===== config.mk =====
export PLATFORM = sky130hd
export DESIGN_NAME = decimal_seven_segment_shift_out
export DESIGN_NICKNAME = d
export VERILOG_FILES = /design/src/hdl/dsso_pkg.sv /design/src/hdl/dsso_front.sv /design/src/hdl/dsso_queue.sv /design/src/hdl/dsso_back.sv /design/src/hdl/decimal_seven_segment_shift_out.sv
export SDC_FILE = /design/constraint.sdc
export NUM_CORES = 1
export LEC_CHECK = 0
export BUFFER_PORTS_ARGS = -buffer_cell sky130_fd_sc_hd__buf_2
export CAP_MARGIN = 10
export CORE_MARGIN = 8
export CORE_UTILIZATION = 42
export CTS_CLUSTER_SIZE = 12
export DETAILED_ROUTE_END_ITERATION = 7
export GPL_TIMING_DRIVEN = 0
export PLACE_DENSITY_LB_ADDON = 0.25
export SKIP_LAST_GASP = 1
export SLEW_MARGIN = 20
export SYNTH_ARGS = -nofsm -noshare
export SYNTH_HDL_FRONTEND = slang
export SYNTH_SLANG_ARGS = --single-unit

===== constraint.sdc =====
create_clock -name i_clk -period 10.7 [get_ports i_clk]
set_input_delay 0.535 -clock i_clk [delete_from_list [all_inputs] [get_ports i_clk]]
set_output_delay 0.535 -clock i_clk [all_outputs]
set_load 0.02 [all_outputs]

===== src/hdl/dsso_pkg.sv =====
`timescale 1ns / 1ps
`default_nettype none
package dsso_pkg;

    // Decimal digits an 8-bit value can need.
    localparam int unsigned SEG_DIGITS = 3;

    // Queue between front and back.
    localparam int unsigned Q_DEPTH = 2;
    localparam int unsigned Q_PTR_W = 1;
    localparam int unsigned Q_CNT_W = 2;

    // Segment byte of the digit 0 (a in bit 7, dp in bit 0).
    localparam logic [7:0] SEG_ZERO = 8'hFC;

    typedef struct packed {
        logic                           mode;
        logic [SEG_DIGITS-1:0][7:0]     seg;   // [0] ones, [1] tens, [2] hundreds
    } t_entry;

    function automatic logic [7:0] seg_of(input logic [3:0] digit);
        logic [7:0] pattern;
        unique case (digit)
            4'd0:    pattern = SEG_ZERO;
            4'd1:    pattern = 8'h60;
            4'd2:    pattern = 8'hDA;
            4'd3:    pattern = 8'hF2;
            4'd4:    pattern = 8'h66;
            4'd5:    pattern = 8'hB6;
            4'd6:    pattern = 8'hBE;
            4'd7:    pattern = 8'hE0;
            4'd8:    pattern = 8'hFE;
            4'd9:    pattern = 8'hF6;
            default: pattern = 8'h00;
        endcase
        return pattern;
    endfunction

endpackage
`default_nettype wire


===== src/hdl/dsso_front.sv =====
`timescale 1ns / 1ps
`default_nettype none
// In show mode saturates the value, splits it into decimal digits and maps
// them to segment bytes (all zero in clear mode); the result is pushed into the queue.
module dsso_front #(
    parameter int unsigned DIGITS = 2
) (
    input  wire logic             i_valid,
    output logic                  o_stall,
    input  wire logic             i_mode,
    input  wire logic [7:0]       i_value,
    input  wire logic             i_full,
    output logic                  o_push,
    output dsso_pkg::t_entry      o_entry
);

    // Display limit 10^DIGITS; from three digits on no 8-bit value reaches it.
    localparam logic [8:0] LIMIT = (DIGITS == 1) ? 9'd10 :
                                   (DIGITS == 2) ? 9'd100 : 9'd256;
    localparam logic [7:0] MAX_SHOWN = 8'(LIMIT - 9'd1);

    logic [7:0]  sat;
    logic [1:0]  hundreds;
    logic [6:0]  rest;
    logic [14:0] prod;
    logic [3:0]  tens;
    logic [3:0]  ones;
    logic [6:0]  tens_x10;

    always_comb begin
        sat = ({1'b0, i_value} >= LIMIT) ? MAX_SHOWN : i_value;

        priority if (sat >= 8'd200) begin
            hundreds = 2'd2;
            rest     = 7'(sat - 8'd200);
        end else if (sat >= 8'd100) begin
            hundreds = 2'd1;
            rest     = 7'(sat - 8'd100);
        end else begin
            hundreds = 2'd0;
            rest     = sat[6:0];
        end

        // rest / 10 by reciprocal, exact for rest < 100
        prod     = 15'(rest) * 15'd205;
        tens     = prod[14:11];
        tens_x10 = {tens, 3'b000} + {2'b00, tens, 1'b0};
        ones     = 4'(rest - tens_x10);

        o_entry.mode = i_mode;
        if (i_mode) begin
            o_entry.seg = '0;
        end else begin
            o_entry.seg[0] = dsso_pkg::seg_of(ones);
            o_entry.seg[1] = dsso_pkg::seg_of(tens);
            o_entry.seg[2] = dsso_pkg::seg_of({2'b00, hundreds});
        end
    end

    assign o_stall = i_full;
    assign o_push  = i_valid && !i_full;

endmodule
`default_nettype wire


===== src/hdl/dsso_queue.sv =====
`timescale 1ns / 1ps
`default_nettype none
// Two-entry queue of classified items between front and back.
module dsso_queue (
    input  wire logic               i_clk,
    input  wire logic               i_rst_n,
    input  wire logic               i_push,
    input  wire dsso_pkg::t_entry   i_entry,
    output logic                    o_full,
    input  wire logic               i_pop,
    output logic                    o_valid,
    output dsso_pkg::t_entry        o_entry
);

    dsso_pkg::t_entry                  r_mem [dsso_pkg::Q_DEPTH];
    logic [dsso_pkg::Q_PTR_W-1:0]      r_wr_ptr;
    logic [dsso_pkg::Q_PTR_W-1:0]      r_rd_ptr;
    logic [dsso_pkg::Q_CNT_W-1:0]      r_count;
    logic [dsso_pkg::Q_CNT_W-1:0]      n_count;

    assign o_full  = (r_count == dsso_pkg::Q_CNT_W'(dsso_pkg::Q_DEPTH));
    assign o_valid = (r_count != '0);
    assign o_entry = r_mem[r_rd_ptr];

    always_comb begin
        n_count = r_count;
        if (i_push && !i_pop) begin
            n_count = r_count + 1'b1;
        end else if (i_pop && !i_push) begin
            n_count = r_count - 1'b1;
        end
    end

    always_ff @(posedge i_clk) begin
        if (!i_rst_n) begin
            r_wr_ptr <= '0;
            r_rd_ptr <= '0;
            r_count  <= '0;
        end else begin
            r_count <= n_count;
            if (i_push) begin
                r_wr_ptr <= r_wr_ptr + 1'b1;
            end
            if (i_pop) begin
                r_rd_ptr <= r_rd_ptr + 1'b1;
            end
        end
    end

    always_ff @(posedge i_clk) begin
        if (i_push) begin
            r_mem[r_wr_ptr] <= i_entry;
        end
    end

endmodule
`default_nettype wire


===== src/hdl/dsso_back.sv =====
`timescale 1ns / 1ps
`default_nettype none
// Serializer: one frame bit per transfer, ones digit first, LSB first.
module dsso_back #(
    parameter int unsigned DIGITS = 2
) (
    input  wire logic               i_clk,
    input  wire logic               i_rst_n,
    input  wire logic               i_q_valid,
    input  wire dsso_pkg::t_entry   i_q_entry,
    output logic                    o_pop,
    output logic                    o_valid,
    input  wire logic               i_stall,
    output logic                    o_serial_data,
    output logic [2:0]              o_bit_position,
    output logic                    o_last_bit
);

    localparam int unsigned TOTAL = 8 * DIGITS;
    localparam int unsigned CNT_W = $clog2(TOTAL);
    localparam logic [CNT_W-1:0] LAST = CNT_W'(TOTAL - 1);

    logic               r_busy;
    logic [CNT_W-1:0]   r_cnt;
    dsso_pkg::t_entry   r_entry;
    logic               r_out_valid;
    logic               r_data;
    logic [2:0]         r_pos;
    logic               r_last;

    dsso_pkg::t_entry   src;
    logic [TOTAL-1:0]   frame;
    logic [CNT_W-1:0]   cnt_cur;
    logic               adv;
    logic               emit;
    logic               at_last;

    always_comb begin
        src     = r_busy ? r_entry : i_q_entry;
        cnt_cur = r_busy ? r_cnt : '0;
        adv     = !r_out_valid || !i_stall;
        emit    = adv && (r_busy || i_q_valid);
        at_last = (cnt_cur == LAST);
    end

    // Digits beyond what an 8-bit value needs show 0, or blank when clearing.
    for (genvar g = 0; g < DIGITS; g++) begin : g_byte
        if (g < dsso_pkg::SEG_DIGITS) begin : g_used
            assign frame[8*g +: 8] = src.seg[g];
        end else begin : g_lead
            assign frame[8*g +: 8] = src.mode ? 8'h00 : dsso_pkg::SEG_ZERO;
        end
    end

    assign o_pop = emit && !r_busy;

    always_ff @(posedge i_clk) begin
        if (!i_rst_n) begin
            r_busy      <= 1'b0;
            r_cnt       <= '0;
            r_out_valid <= 1'b0;
        end else begin
            if (adv) begin
                r_out_valid <= emit;
            end
            if (emit) begin
                if (at_last) begin
                    r_busy <= 1'b0;
                    r_cnt  <= '0;
                end else begin
                    r_busy <= 1'b1;
                    r_cnt  <= cnt_cur + 1'b1;
                end
            end
        end
    end

    always_ff @(posedge i_clk) begin
        if (emit) begin
            r_data <= frame[cnt_cur];
            r_pos  <= cnt_cur[2:0];
            r_last <= at_last;
            if (!r_busy) begin
                r_entry <= i_q_entry;
            end
        end
    end

    assign o_valid        = r_out_valid;
    assign o_serial_data  = r_data;
    assign o_bit_position = r_pos;
    assign o_last_bit     = r_last;

endmodule
`default_nettype wire


===== src/hdl/decimal_seven_segment_shift_out.sv =====
`timescale 1ns / 1ps
`default_nettype none
// Decimal seven-segment shift-out driver. Each input transfer (mode, value)
// turns into one frame of 8*DIGITS output transfers, one serial bit each, for
// a chain of DIGITS 8-bit shift registers. In show mode (mode = 0) the value
// saturates to 10^DIGITS-1 when DIGITS < 3, is split into decimal digits and
// each digit is mapped to a segment byte (segment a in bit 7, decimal point
// in bit 0, kept clear); digits above the hundreds show 0. In clear mode
// (mode = 1) every byte is zero. Bytes go out ones digit first, each byte LSB
// first; o_bit_position gives the bit's index in its byte and o_last_bit marks
// the final bit of the frame.
// The serializer sends one bit per cycle while the output is not stalled;
// frames follow each other with no gap while the queue holds the next item.
// The front classifies an item in the cycle it arrives and parks it in a
// two-entry queue, so input transfers are taken while a frame is still
// shifting out; o_stall rises only when that queue is full. With an empty
// queue and an idle serializer, an input transfer reaches the first output
// bit through the queue register, then the output register.
module decimal_seven_segment_shift_out #(
    parameter int unsigned DIGITS = 2   // 1 .. 8
) (
    input  wire logic       i_clk,
    input  wire logic       i_rst_n,
    // input channel
    input  wire logic       i_valid,
    output logic            o_stall,
    input  wire logic       i_mode,
    input  wire logic [7:0] i_value,
    // output channel
    output logic            o_valid,
    input  wire logic       i_stall,
    output logic            o_serial_data,
    output logic [2:0]      o_bit_position,
    output logic            o_last_bit
);

    // front -> queue
    logic               push;
    logic               full;
    dsso_pkg::t_entry   front_entry;

    // queue -> back
    logic               pop;
    logic               q_valid;
    dsso_pkg::t_entry   q_entry;

    // Saturation and digit split; one item per transfer.
    dsso_front #(
        .DIGITS (DIGITS)
    ) u_front (
        .i_valid (i_valid),
        .o_stall (o_stall),
        .i_mode  (i_mode),
        .i_value (i_value),
        .i_full  (full),
        .o_push  (push),
        .o_entry (front_entry)
    );

    // Decouples input transfers from the bit stream.
    dsso_queue u_queue (
        .i_clk   (i_clk),
        .i_rst_n (i_rst_n),
        .i_push  (push),
        .i_entry (front_entry),
        .o_full  (full),
        .i_pop   (pop),
        .o_valid (q_valid),
        .o_entry (q_entry)
    );

    // Serializer with registered output; pulls the next item once the last bit
    // of the current frame has been sent, as it sends its first bit.
    dsso_back #(
        .DIGITS (DIGITS)
    ) u_back (
        .i_clk          (i_clk),
        .i_rst_n        (i_rst_n),
        .i_q_valid      (q_valid),
        .i_q_entry      (q_entry),
        .o_pop          (pop),
        .o_valid        (o_valid),
        .i_stall        (i_stall),
        .o_serial_data  (o_serial_data),
        .o_bit_position (o_bit_position),
        .o_last_bit     (o_last_bit)
    );

endmodule
`default_nettype wire

==> metrics.txt <==
worst path cell trace buf_2 > or4_4 > or4_4 > a21o_2 > o21ai_0 > ha_1 > ha_1 > or2_2 > fa_1 > ha_1 > ha_1 > nand4_1 > or3_1 > a2111o_1 > a21boi_2 > nor2_1 > nor2_1 > ha_1 > a221oi_2 > xnor2_1 > xnor2_2 > mux2_1; Synth Area in XOR/XNOR 3.65%; Fin Clk Skew 0.00702 ns; Resize count post-CTS 0; I/O pin count 20; Hold Fails Final Rpt 0; Synth Area in Compound Gates 11.9%; hold path depth 3; Num CTS Buffers 9; syn avg cell area 10.9 um^2; Cells after Synth 374; Final setup viols 0; Pwr Density 299 nW/um^2; Synth Area in Simple Gates 11.2%; FF+latch count, synth 60; global-route wire length before repair 12900 um; Vias 2765; status complete, no violations; worst skew pair latency 0.33 ns; Remaining DRCs 0; Pwr Total 1.37 mW; total grt overflow 0; post-place setup slack 2.38 ns; CTS Buffer Depth 2; nets 474; area of the multi-input gates 2210 um^2; initial antenna violation count 0; Peak VDD IR 0.0000997 V; sequential share of the synthesized area 41.4%; fmax 126 MHz; CTS tree yes; required time of the critical path 10.77 ns; Worst-path clk slew 0.07 ns; Post-Syn Nets 444; post-synthesis mux area share 8.34%; Synth-to-Final Area Change 12.5%; Post-synth EDFFs 49; DIE AREA 13100 um^2; critical path capture point type flop; R2R Path Start u_back.r_busy; gp weighted congestion 0.794; Pins Over Slew Limit 0; Min-Delay Endpoint u_back.r_busy; Tcrit/Tclk final 74.4%; hold_buf cts 0; crit path time final 7.97 ns; critical path class in -> reg; H-tree depth 3; share of cells above drive strength 1 17.1%; fin worst setup slack 2.73 ns; filler cell count 891; worst hold path class in -> reg; RR Endpoint u_queue.r_count[1]; cell area after synthesis 4080 um^2; HP Start i_rst_n; cell count of the worst reg-to-reg path 8; num rows 36; Worst Setup Start Kind input pin; largest family of logic cells by synthesized area adder cells; ys flop type edfxtp_1; DP HPWL 5770 um; clock root buffer clkbuf_8; Final ANT Viol Nets 0; Leak 1.93 nW; clk sinks 60; CP peak stage delay 0.68 ns; drt first pass iters 4; adder and majority gate portion of the synthesized area 18.9%; Reg2Reg Setup Slack 7.85 ns; initial core utilization 42.6%; Wirelength per Cell 13.8 um; RSZ-0062 raised after global routing no; Max-slew headroom 35.4%; die width 115 um; vias in the first global route 2826; Avg Vias per Cell 5.10; maxcap violations 0; port buffer count 19; most used cell, CP ha_1; Reg area 1690 um^2; Critical Path AT 8.04 ns; worst-path fanout max 7; ant diodes 0; GRT Overall Usage 12.3%; count of cell types in the netlist 53; DIE HEIGHT 115 um; WL final 7480 um; worst slew pin tran 0.968 ns; Setup TNS Final 0 ns; initial DRC count 152; Syn. warnings 0; postcts setup bufs 0; CORE AREA 9590 um^2; largest net degree at the start of global routing 26; CP max-delay cell o21ai_0; Synth async-reset ratio 0%
==> flip-flops by register name (all words and copies together), names as in the netlist, named ones only <==
signal,cells
u_queue.r_mem,28
u_back.r_entry,16
u_back.r_cnt,4
u_back.o_bit_position,3
u_queue.r_count,2
u_back.o_last_bit,1
u_back.o_serial_data,1
u_back.o_valid,1
u_back.r_busy,1
u_queue.r_rd_ptr,1
u_queue.r_wr_ptr,1
==> worst max-delay path by stage <==
stage / slack (ns) / end / cells after the start / startpoint
after CTS: 2.71 / u_queue.r_mem[0][2] / 26 / i_value[5]
final: 2.73 / u_queue.r_mem[0][2] / 22 / i_value[7]
after floorplan: 3.39 / u_queue.r_mem[0][1] / 21 / i_value[7]
after global routing: 2.24 / u_queue.r_mem[0][2] / 26 / i_value[7]
after detailed placement: 2.38 / u_queue.r_mem[1][2] / 22 / i_value[7]
after global placement: 2.47 / u_queue.r_mem[0][2] / 26 / i_value[5]
==> metrics by stage <==
stage	area (um^2)	cells	utilization, %	hold slack, ns
after floorplan	4080	374	-	0.472
after global placement	4340	526	45.3	0.486
after detailed placement	4350	526	45.3	0.497
after CTS	4590	542	47.9	0.429
after global routing	4590	542	47.9	0.430
final	4590	542	47.9	0.445
==> cells in the mapped netlist (7+ instances only) <==
library cell   n  area, um^2
fa_1           8         160
o21ai_0       25         125
nor2_1        30         113
mux2i_1       16         160
clkbuf_1      10        37.5
ha_1          49         613
xor2_1         9        78.8
mux2_2         7        78.8
a21oi_1       20         100
dfxtp_1       11         220
inv_1         32         120
nand2_1       33         124
edfxtp_1      49        1470
==> cell families (layout without fill, tap and decap cells) <==
group	after synthesis	after routing
XOR/XNOR	14	14
buffers and inverters	45	80
AO/OA/AOI/OAI	73	73
AND/OR/NAND/NOR	97	97
multiplexers	28	28
flip-flops	60	60
adder cells (fa/ha/maj)	57	57
==> power by group <==
part,internal [mW],total [mW],switching (mW),leakage [nW]
registers,0.404,0.437,0.0329,0.568
logic,0.285,0.687,0.402,1.24
clock network,0.156,0.250,0.0937,0.120
total,0.846,1.37,0.529,1.93
==> critical path, delay by kind of cell <==
| family | cells | cell delay [ns] |
|---|---|---|
| AO/OA/AOI/OAI | 5 | 2.02 |
| buffers and inverters | 1 | 0.13 |
| XOR/XNOR | 2 | 0.49 |
| multiplexers | 1 | 0.41 |
| AND/OR/NAND/NOR | 7 | 2.40 |
| adder cells (fa/ha/maj) | 6 | 2.03 |
==> metal layers <==
layer	share of wire, %	wire, um	up-vias	track usage (%)
met5	0	0	-	0
met4	1.3	99	0	4.17
met3	3.9	288	8	3.53
met2	49	3670	46	20.4
met1	46	3410	1311	14.9
li1	-	-	1400	-
==> area by class of cell <==
| cell class | count | share of cell area, % |
|---|---|---|
| timing repair buffer | 19 | 2.07 |
| multi-input combinational | 269 | 48.1 |
| sequential | 60 | 36.8 |
| clock buffer | 9 | 2.70 |
| clock inverter | 7 | 2.70 |
| tap | 133 | 3.62 |
| inverter | 33 | 2.70 |
| buffer | 12 | 1.33 |
==> cells in the final DEF (no fill, tap or decap), types with 2 or more instances in the layout <==
cell / count
and2_1: 6
clkbuf_1: 10
xor2_1: 9
buf_2: 19
dfxtp_1: 11
fa_1: 8
o21ai_0: 25
or3_1: 4
or2_2: 2
nor3_1: 4
nor4_1: 2
ha_1: 49
bufinv_16: 3
a21oi_1: 20
xnor2_1: 3
o22a_2: 2
a21o_1: 4
mux2_2: 7
or4_4: 2
nor2_2: 2
clkbuf_8: 10
nand2b_1: 3
nor2_1: 29
mux4_2: 4
clkinv_4: 2
edfxtp_1: 49
inv_1: 32
nand4_1: 2
a31o_2: 2
a22oi_1: 2
a211oi_1: 4
nand2_1: 33
nor2b_1: 2
nand3_1: 2
mux2i_1: 16
a21o_2: 3
(Power assumes the default switching activity.)
